<file path="config.mk">
export PLATFORM = sky130hd
export DESIGN_NAME = block_buffer_cache_lru_top
export DESIGN_NICKNAME = d
export VERILOG_FILES = /design/src/sv/bbc_pkg.sv /design/src/sv/bbc_cell.sv /design/src/sv/block_buffer_cache_lru_top.sv
export SDC_FILE = /design/constraint.sdc
export NUM_CORES = 2
export LEC_CHECK = 0
export BUFFER_PORTS_ARGS = -buffer_cell sky130_fd_sc_hd__buf_2
export CORE_ASPECT_RATIO = 0.8
export CORE_MARGIN = 2
export CORE_UTILIZATION = 60
export DETAILED_ROUTE_END_ITERATION = 8
export HOLD_SLACK_MARGIN = 0.15
export MAX_ROUTING_LAYER = met4
export PLACE_DENSITY = 0.76
export RECOVER_POWER = 100
export SLEW_MARGIN = 20
export SYNTH_ARGS = -nofsm -noshare
export SYNTH_HDL_FRONTEND = slang
export SYNTH_SLANG_ARGS = --single-unit
export TNS_END_PERCENT = 100
</file>
<file path="constraint.sdc">
create_clock -name i_clk -period 9.8 [get_ports i_clk]
set_input_delay 0.49 -clock i_clk [delete_from_list [all_inputs] [get_ports i_clk]]
set_output_delay 0.49 -clock i_clk [all_outputs]
set_load 0.005 [all_outputs]
</file>
<file path="src/sv/bbc_pkg.sv">
`default_nettype none

package bbc_pkg;

    localparam int SLOTS    = 32;
    localparam int TAG_BITS = 32;
    localparam int REF_BITS = 8;

    localparam int SLOT_W = $clog2(SLOTS);
    localparam int LEN_W  = $clog2(SLOTS + 1);

    localparam logic [REF_BITS-1:0] REF_MAX = '1;

    // request codes
    localparam logic [1:0] REQ_GET     = 2'd0;
    localparam logic [1:0] REQ_RELEASE = 2'd1;
    localparam logic [1:0] REQ_RECLAIM = 2'd2;

    // status codes
    localparam logic [2:0] ST_OK      = 3'd0;
    localparam logic [2:0] ST_MISS    = 3'd1;
    localparam logic [2:0] ST_NO_FREE = 3'd2;
    localparam logic [2:0] ST_BAD_REL = 3'd3;
    localparam logic [2:0] ST_REF_OVF = 3'd4;

    // free list cell operations
    typedef enum logic [1:0] {
        CELL_HOLD,
        CELL_REMOVE,
        CELL_PUSH
    } t_cell_op;

    typedef struct packed {
        t_cell_op          op;
        logic [SLOT_W-1:0] pos;
        logic [SLOT_W-1:0] slot;
    } t_cell_ctl;

endpackage

`default_nettype wire

</file>
<file path="src/sv/bbc_cell.sv">
`default_nettype none

module bbc_cell (
    input  wire logic                       i_clk,
    input  wire logic                       i_rst_n,
    input  wire logic [bbc_pkg::SLOT_W-1:0] i_pos,
    input  wire logic [bbc_pkg::SLOT_W-1:0] i_rst_slot,
    input  wire logic [bbc_pkg::SLOT_W-1:0] i_prev,
    input  wire logic [bbc_pkg::SLOT_W-1:0] i_next,
    input  wire bbc_pkg::t_cell_ctl         i_ctl,
    output logic      [bbc_pkg::SLOT_W-1:0] o_slot
);

    logic [bbc_pkg::SLOT_W-1:0] r_slot;

    // one free list entry: shifts toward the head on removal, toward the tail on push
    always_ff @(posedge i_clk) begin
        if (!i_rst_n) begin
            r_slot <= i_rst_slot;
        end else begin
            unique case (i_ctl.op)
                bbc_pkg::CELL_REMOVE: begin
                    if (i_pos >= i_ctl.pos) r_slot <= i_next;
                end
                bbc_pkg::CELL_PUSH: begin
                    r_slot <= (i_pos == '0) ? i_ctl.slot : i_prev;
                end
                default: ;
            endcase
        end
    end

    assign o_slot = r_slot;

endmodule

`default_nettype wire

</file>
<file path="src/sv/block_buffer_cache_lru_top.sv">
//  channel  | direction | handshake          | payload
//  request  | in        | i_valid / o_stall  | i_req_type, i_block_number, i_release_slot,
//           |           |                    | i_reclaim_count
//  result   | out       | o_valid / i_stall  | o_status, o_slot_index, o_needs_page,
//           |           |                    | o_needs_read, o_freed_count
//
//  get and release: after the transfer come the tag match (S_LOOK) and the update (S_APPLY),
//  and the update loads the result; the next transfer waits until the block is back in S_IDLE.
//  reclaim walks one free list entry per cycle from the tail, ending when the head is passed
//  or i_reclaim_count slots are freed; the walk over the free list cells sets its length.
//  one request is in work at a time; a new one is taken while a result waits.
//  a stalled result holds the update step until the output register frees.
//  reset is synchronous: all slots invalid and unreferenced, free list full.
`default_nettype none

module block_buffer_cache_lru_top (
    input  wire logic        i_clk,
    input  wire logic        i_rst_n,
    input  wire logic        i_valid,
    output logic             o_stall,
    input  wire logic [1:0]  i_req_type,
    input  wire logic [31:0] i_block_number,
    input  wire logic [4:0]  i_release_slot,
    input  wire logic [5:0]  i_reclaim_count,
    output logic             o_valid,
    input  wire logic        i_stall,
    output logic [2:0]       o_status,
    output logic [4:0]       o_slot_index,
    output logic             o_needs_page,
    output logic             o_needs_read,
    output logic [5:0]       o_freed_count
);

    localparam int SW = bbc_pkg::SLOT_W;
    localparam int LW = bbc_pkg::LEN_W;
    localparam int RB = bbc_pkg::REF_BITS;
    localparam int TB = bbc_pkg::TAG_BITS;
    localparam int NS = bbc_pkg::SLOTS;

    typedef enum logic [2:0] {
        S_IDLE,
        S_LOOK,
        S_APPLY,
        S_RECL
    } t_state;

    t_state r_state;

    // latched request
    logic [1:0]    r_req;
    logic [TB-1:0] r_tag;
    logic [4:0]    r_rel;
    logic [5:0]    r_count;

    // tag match result
    logic          r_hit;
    logic [SW-1:0] r_hit_slot;

    // reclaim walk
    logic [LW-1:0] r_idx;
    logic [5:0]    r_freed;

    // slot state
    logic [TB-1:0] r_tag_mem [NS];
    logic [NS-1:0] r_tag_valid;
    logic [RB-1:0] r_ref [NS];
    logic [NS-1:0] r_page;
    logic [LW-1:0] r_len;

    // output register
    logic       r_out_valid;
    logic [2:0] r_status;
    logic [4:0] r_slot_out;
    logic       r_np;
    logic       r_nr;
    logic [5:0] r_freed_out;

    // free list cells
    logic [SW-1:0]      w_cell [NS];
    logic [SW-1:0]      w_prev [NS];
    logic [SW-1:0]      w_next [NS];
    bbc_pkg::t_cell_ctl w_ctl;

    always_comb begin
        for (int k = 0; k < NS; k++) begin
            w_prev[k] = (k == 0) ? w_cell[k] : w_cell[(k == 0) ? 0 : k - 1];
            w_next[k] = (k == NS - 1) ? w_cell[k] : w_cell[(k == NS - 1) ? k : k + 1];
        end
    end

    for (genvar g = 0; g < NS; g++) begin : g_cell
        bbc_cell u_cell (
            .i_clk      (i_clk),
            .i_rst_n    (i_rst_n),
            .i_pos      (SW'(g)),
            .i_rst_slot (SW'(NS - 1 - g)),
            .i_prev     (w_prev[g]),
            .i_next     (w_next[g]),
            .i_ctl      (w_ctl),
            .o_slot     (w_cell[g])
        );
    end

    // parallel tag compare, lowest slot wins
    logic          w_hit;
    logic [SW-1:0] w_hit_slot;
    always_comb begin
        w_hit      = 1'b0;
        w_hit_slot = '0;
        for (int k = 0; k < NS; k++) begin
            if (!w_hit && r_tag_valid[k] && r_tag_mem[k] == r_tag) begin
                w_hit      = 1'b1;
                w_hit_slot = SW'(k);
            end
        end
    end

    // position of the hit slot within the free list
    logic          w_in_list;
    logic [SW-1:0] w_list_pos;
    always_comb begin
        w_in_list  = 1'b0;
        w_list_pos = '0;
        for (int k = 0; k < NS; k++) begin
            if (!w_in_list && k < int'(r_len) && w_cell[k] == r_hit_slot) begin
                w_in_list  = 1'b1;
                w_list_pos = SW'(k);
            end
        end
    end

    wire w_out_free = !r_out_valid || !i_stall;

    logic [SW-1:0] w_tail_slot;
    logic [SW-1:0] w_walk_slot;
    logic [SW-1:0] w_rel_slot;
    assign w_tail_slot = w_cell[SW'(r_len - LW'(1))];
    assign w_walk_slot = w_cell[SW'(r_idx - LW'(1))];
    assign w_rel_slot  = SW'(r_rel);

    // update decisions
    logic          a_done;
    logic [2:0]    a_status;
    logic [4:0]    a_slot;
    logic          a_np;
    logic          a_nr;
    logic [SW-1:0] w_idx;
    logic          w_ref_we;
    logic [RB-1:0] w_ref_val;
    logic          w_page_we;
    logic          w_page_val;
    logic          w_valid_we;
    logic          w_valid_val;
    logic          w_tag_we;
    logic [LW-1:0] n_len;
    logic          w_strip;
    logic          w_walk_end;
    logic          w_load;

    assign w_walk_end = (r_idx == '0) || (r_freed >= r_count);
    assign w_strip    = (r_state == S_RECL) && !w_walk_end && r_page[w_walk_slot];

    // a result enters the output register
    assign w_load = a_done || ((r_state == S_RECL) && w_walk_end && w_out_free);

    always_comb begin
        a_done      = 1'b0;
        a_status    = bbc_pkg::ST_OK;
        a_slot      = '0;
        a_np        = 1'b0;
        a_nr        = 1'b0;
        w_idx       = r_hit_slot;
        w_ref_we    = 1'b0;
        w_ref_val   = '0;
        w_page_we   = 1'b0;
        w_page_val  = 1'b0;
        w_valid_we  = 1'b0;
        w_valid_val = 1'b0;
        w_tag_we    = 1'b0;
        n_len       = r_len;
        w_ctl.op    = bbc_pkg::CELL_HOLD;
        w_ctl.pos   = '0;
        w_ctl.slot  = '0;
        if (r_state == S_APPLY && w_out_free) begin
            a_done = 1'b1;
            unique case (r_req)
                bbc_pkg::REQ_GET: begin
                    if (r_hit) begin
                        a_slot = 5'(r_hit_slot);
                        if (r_ref[r_hit_slot] >= bbc_pkg::REF_MAX) begin
                            a_status = bbc_pkg::ST_REF_OVF;
                        end else begin
                            w_ref_we  = 1'b1;
                            w_ref_val = r_ref[r_hit_slot] + RB'(1);
                            if (r_ref[r_hit_slot] == '0 && w_in_list) begin
                                w_ctl.op  = bbc_pkg::CELL_REMOVE;
                                w_ctl.pos = w_list_pos;
                                n_len     = r_len - LW'(1);
                            end
                        end
                    end else if (r_len == '0) begin
                        a_status = bbc_pkg::ST_NO_FREE;
                    end else begin
                        w_idx       = w_tail_slot;
                        a_slot      = 5'(w_tail_slot);
                        a_status    = bbc_pkg::ST_MISS;
                        a_np        = !r_page[w_tail_slot];
                        a_nr        = 1'b1;
                        n_len       = r_len - LW'(1);
                        w_page_we   = 1'b1;
                        w_page_val  = 1'b1;
                        w_valid_we  = 1'b1;
                        w_valid_val = 1'b1;
                        w_tag_we    = 1'b1;
                        w_ref_we    = 1'b1;
                        w_ref_val   = RB'(1);
                    end
                end
                bbc_pkg::REQ_RELEASE: begin
                    a_slot = r_rel;
                    w_idx  = w_rel_slot;
                    if (int'(r_rel) >= NS || r_ref[w_rel_slot] == '0) begin
                        a_status = bbc_pkg::ST_BAD_REL;
                    end else begin
                        w_ref_we  = 1'b1;
                        w_ref_val = r_ref[w_rel_slot] - RB'(1);
                        if (r_ref[w_rel_slot] == RB'(1) && int'(r_len) < NS) begin
                            w_ctl.op   = bbc_pkg::CELL_PUSH;
                            w_ctl.slot = w_rel_slot;
                            n_len      = r_len + LW'(1);
                        end
                    end
                end
                default: ;
            endcase
        end else if (w_strip) begin
            w_idx       = w_walk_slot;
            w_page_we   = 1'b1;
            w_page_val  = 1'b0;
            w_valid_we  = 1'b1;
            w_valid_val = 1'b0;
        end
    end

    // slot state and free list length
    always_ff @(posedge i_clk) begin
        if (!i_rst_n) begin
            r_tag_valid <= '0;
            r_page      <= '0;
            r_len       <= LW'(NS);
            for (int k = 0; k < NS; k++) r_ref[k] <= '0;
        end else begin
            r_len <= n_len;
            if (w_ref_we)   r_ref[w_idx]       <= w_ref_val;
            if (w_page_we)  r_page[w_idx]      <= w_page_val;
            if (w_valid_we) r_tag_valid[w_idx] <= w_valid_val;
        end
    end

    // tag store, no reset
    always_ff @(posedge i_clk) begin
        if (w_tag_we) r_tag_mem[w_idx] <= r_tag;
    end

    // control sequence and output register
    always_ff @(posedge i_clk) begin
        if (!i_rst_n) begin
            r_state     <= S_IDLE;
            r_out_valid <= 1'b0;
        end else begin
            if (w_load) r_out_valid <= 1'b1;
            else if (!i_stall) r_out_valid <= 1'b0;
            unique case (r_state)
                S_IDLE: begin
                    if (i_valid) begin
                        r_req   <= i_req_type;
                        r_tag   <= i_block_number[TB-1:0];
                        r_rel   <= i_release_slot;
                        r_count <= i_reclaim_count;
                        r_state <= S_LOOK;
                    end
                end
                S_LOOK: begin
                    r_hit      <= w_hit;
                    r_hit_slot <= w_hit_slot;
                    r_idx      <= r_len;
                    r_freed    <= '0;
                    r_state    <= (r_req == bbc_pkg::REQ_RECLAIM) ? S_RECL : S_APPLY;
                end
                S_APPLY: begin
                    if (a_done) begin
                        r_status    <= a_status;
                        r_slot_out  <= a_slot;
                        r_np        <= a_np;
                        r_nr        <= a_nr;
                        r_freed_out <= '0;
                        r_state     <= S_IDLE;
                    end
                end
                S_RECL: begin
                    if (w_walk_end) begin
                        if (w_out_free) begin
                            r_status    <= bbc_pkg::ST_OK;
                            r_slot_out  <= '0;
                            r_np        <= 1'b0;
                            r_nr        <= 1'b0;
                            r_freed_out <= r_freed;
                            r_state     <= S_IDLE;
                        end
                    end else begin
                        r_idx <= r_idx - LW'(1);
                        if (w_strip) r_freed <= r_freed + 6'd1;
                    end
                end
                default: r_state <= S_IDLE;
            endcase
        end
    end

    assign o_stall       = (r_state != S_IDLE);
    assign o_valid       = r_out_valid;
    assign o_status      = r_status;
    assign o_slot_index  = r_slot_out;
    assign o_needs_page  = r_np;
    assign o_needs_read  = r_nr;
    assign o_freed_count = r_freed_out;

endmodule

`default_nettype wire
</file>
==> summary.txt <==
Status
  • Outcome: finished, violations left
  • Violated checks: capacitance limit, slew limit

Setup path
  • Crit-path slowest cell: clkbuf_1
  • CP cell instances: clkbuf_1 -> mux4_2 -> mux4_2 -> mux2_2 -> inv_1 -> ha_1 -> nor4b_1 -> nand2_1 -> nand2_1 -> nand3_1 -> nor2_1 -> a21oi_1 -> nor2_2 -> o21ai_2 -> a21oi_1 -> nor2_1
  • Worst setup SP type: register
  • Crit-path max FO: 40
  • Reg2reg path depth: 16
  • Critical Path AT: approximately 9.1 ns
  • R2R Setup Slk: ~1.3 ns
  • RR Endpoint: g_cell[2].u_cell.o_slot[1]
  • CP required: between 10 and 15 ns
  • Critical path type: register to register
  • Setup crit end kind: register
  • Critical path buffers and inverters: 2
  • Worst path depth: 16
  • CP peak stage delay: between 2 and 3 ns
  • Delay-heaviest family, CP: buffers and inverters
  • R2r startpoint: r_hit_slot[0]

Synth
  • Post-synthesis area per instance: about 14 um2
  • Synth cell types: 88
  • Post-synthesis sequential area ratio: roughly three fifths
  • Xor and xnor area share after synthesis: 14.0%
  • Largest family of logic cells by synthesized area: XOR/XNOR gates
  • Cells after synthesis: ~5500
  • Mux share of post-synthesis cell area: between 10% and 20%
  • Share of the synthesized area in the top cell type: between 50% and 60%
  • Synth async-reset ratio: 0%
  • Synth Area in Compound Gates: just over 4%
  • Post-Synth Adder-Cell Area: less than 1%
  • Ranking of synthesized cells by area: edfxtp_1, xnor2_1, mux4_2, dfxtp_1, xor2_1
  • Yosys top cell by area: edfxtp_1
  • Post-synth EDFFs: 1359
  • Post-synthesis simple-gate area fraction: about 9%
  • Most used DFF post-synth: edfxtp_1
  • Net count after synthesis: 5603
  • Flops & latches, synth: about 1600
  • Synthesized area: 75700 um2
  • Yosys warns: 0

Placement
  • GP Congestion: 1.00
  • # port buffers: 66
  • Detailed Place HPWL: around 130 mm
  • Cell Area, Placed: slightly below 80000 um2

Floorplan
  • Row cnt: 116
  • Die footprint: around 130000 um2
  • CORE AREA: between 100000 and 150000 um2
  • Die width: between 400 and 500 um
  • Die Y: 322 um
  • Ports: 67
  • Starting Density: between 60 and 70%

Clock tree
  • CTS tree: yes
  • Hold_buf cts: 48
  • Resize count post-CTS: 0
  • Worst skew pair latency: 0.81 ns
  • CTS buffer count: about 150
  • Clock Sink Count: roughly 1600
  • H-tree levels: 4
  • # Post-CTS Setup Buffers: 0
  • Clock Path Buffers: 3
  • Reg clk slew, reported paths: around 0.070 ns
  • CTS Root Cell: clkbuf_16

Finish
  • Area Overhead vs Synth: 9.53%
  • Reg area: roughly 45000 um2
  • Layout Nets: ~5700
  • Multi-input gate area: a little under 30000 um2
  • Layout cell share with drive strength beyond 1: roughly an eighth
  • Final core utilization: approximately 66%
  • Design area: approximately 83000 um2
  • Fillcell total: slightly below 9000

Min path
  • Min-Delay Path Class: input pin to register
  • HP Start: i_reclaim_count[4]
  • Hold Path Depth: 2
  • Hold Path Sink: r_count[4]

STA
  • Fmax: approximately 0.12 GHz
  • Minimum clock period after layout: approximately 8.5 ns
  • Slew Limit Fails: between 2000 and 3000
  • WHS: roughly 0.4 ns
  • Setup skew after layout: just over 0.03 ns
  • Unrepaired setup endpoints after global routing: no
  • Setup TNS: 0 ns
  • Period utilisation layout: between 80% and 90%
  • # setup viols final: 0
  • Slew HR: -288%
  • Worst slew pin tran: about 5.8 ns
  • Final hold vios: 0

GRT
  • Number of global-route vias before repair: 46501
  • Initial antenna violation count: 2
  • First-pass GRT wire length: roughly 320 mm
  • Largest net degree at the start of global routing: 101
  • Gr ovfl total: 0
  • Overall routing resource usage: approximately 35%

Routing
  • DRC viols: 0
  • Via count: 49076
  • Total Wirelength: 217 mm
  • Via-to-Cell Ratio: 6.64
  • Iteration count of the initial detailed-routing pass: 6
  • WL/cell: between 20 and 30 um
  • DRT iter0 DRCs: roughly 7600
  • DRT antenna net count: 0

Power
  • Worst VDD drop: 0.194 mV
  • Leak: 26.6 nW
  • PD cells: 172 nW/um2

Job
  • Max_cap viols: between 60 and 70
[cells in the mapped netlist, types with 10 or more instances]
cell and number:
a2111oi_0 10, a211oi_1 53, a21oi_1 82, a31oi_1 12, and2_1 10, and3_1 18, buf_1 50, buf_2 76
buf_4 12, buf_6 11, clkbuf_1 192, dfxtp_1 206, edfxtp_1 1359, ha_1 18, inv_1 39, mux2_2 62
mux2i_1 213, mux4_2 250, nand2_1 272, nand2b_1 15, nand3_1 98, nand4_1 224, nor2_1 472, nor2b_1 21
nor3_1 48, nor4_1 110, o211ai_1 21, o21a_1 59, o21ai_0 107, or2_2 10, or3_1 11, or4_1 29
xnor2_1 871, xor2_1 334
[layout by cell type (no fill, tap or decap), types with 97 or more instances in the layout]
cell	instances
edfxtp_1	1359
xnor2_1	872
nor2_1	455
xor2_1	334
nand2_1	272
mux4_2	250
nand4_1	224
mux2i_1	213
dfxtp_1	204
clkbuf_16	155
clkbuf_1	121
nor4_1	110
o21ai_0	107
nand3_1	97
[flip-flops by register name (all words and copies together), names as in the netlist, 2 cells and up, named ones only]
signal,cells
r_len,6
o_freed_count,6
r_hit_slot,5
r_idx,6
r_tag_valid,32
r_freed,6
r_count,6
o_status,3
r_state,2
r_tag_mem,1024
o_slot_index,5
r_tag,32
g_cell.u_cell.o_slot,160
r_rel,5
r_ref,256
r_req,2
[final cells by class]
| class | instances | share of cell area [%] |
|---|---|---|
| Sequential cell | 1565 | 54.2 |
| Multi-Input combinational cell | 3589 | 35.2 |
| Clock buffer | 193 | 4.92 |
| Tap cell | 1652 | 2.49 |
| Timing Repair Buffer | 252 | 1.91 |
| Clock inverter | 90 | 1.07 |
| Inverter | 41 | 0.186 |
| Antenna cell | 5 | 0.0151 |
[worst max-delay path by stage]
| stage | start | end | slack (ns) |
|---|---|---|---|
| finish | r_hit_slot[0] | g_cell[2].u_cell.o_slot[1] | 1.35 |
| global route | r_idx[0] | r_tag_mem[3][22] | 0.80 |
| CTS | r_idx[0] | r_ref[5][1] | 2.14 |
| detailed placement | r_idx[0] | r_ref[5][1] | 2.16 |
| global placement | r_idx[0] | r_ref[5][7] | 2.36 |
| floorplan | r_len[0] | r_tag_mem[30][0] | 2.73 |
[metrics by stage]
stage               setup slack (ns)  power [mW]  cells
floorplan                       2.73        8.13   5536
global placement                2.36        8.44   7049
detailed placement              2.16        8.46   7050
CTS                             2.14        14.3   7381
global route                   0.802        14.6   7383
finish                          1.35        14.3   7387
[per-layer routing]
metal / global-route usage [%] / vias up / wire length [um] / share of wire, %
li1: - / 20694 / - / -
met1: 49.8 / 24561 / 88200 / 41
met2: 48.1 / 3359 / 92600 / 43
met3: 8.93 / 462 / 29300 / 14
met4: 11.0 / 0 / 6790 / 3.1
met5: - / - / 0 / 0
[logic make-up (layout without fill, tap and decap cells)]
family | after synthesis | after routing
DFF | 1565 | 1565
and+or+nand+nor | 1374 | 1374
xor gates and xnor gates | 1209 | 1209
muxes | 531 | 531
AOI/OAI and AO/OA | 457 | 457
buffers and inverters | 382 | 576
adders and majority gates | 18 | 18
other | 0 | 5
[worst register-to-register path: cells and delay by family, from the launching register on]
family | cells | cell delay, ns
AOI/OAI and AO/OA | 3 | 0.92
adders and majority gates | 1 | 0.16
buffers and inverters | 2 | 2.62
DFF | 1 | 0.39
muxes | 3 | 1.69
and+or+nand+nor | 7 | 2.53
[report_power, final]
group | switching [mW] | leakage (nW) | internal, mW | total [mW]
combinational | 0.650 | 9.90 | 0.388 | 1.04
sequential | 0.0556 | 14.2 | 7.29 | 7.35
clock | 2.60 | 2.42 | 3.29 | 5.89
total | 3.30 | 26.6 | 11.0 | 14.3
(Power assumes the default switching activity.)
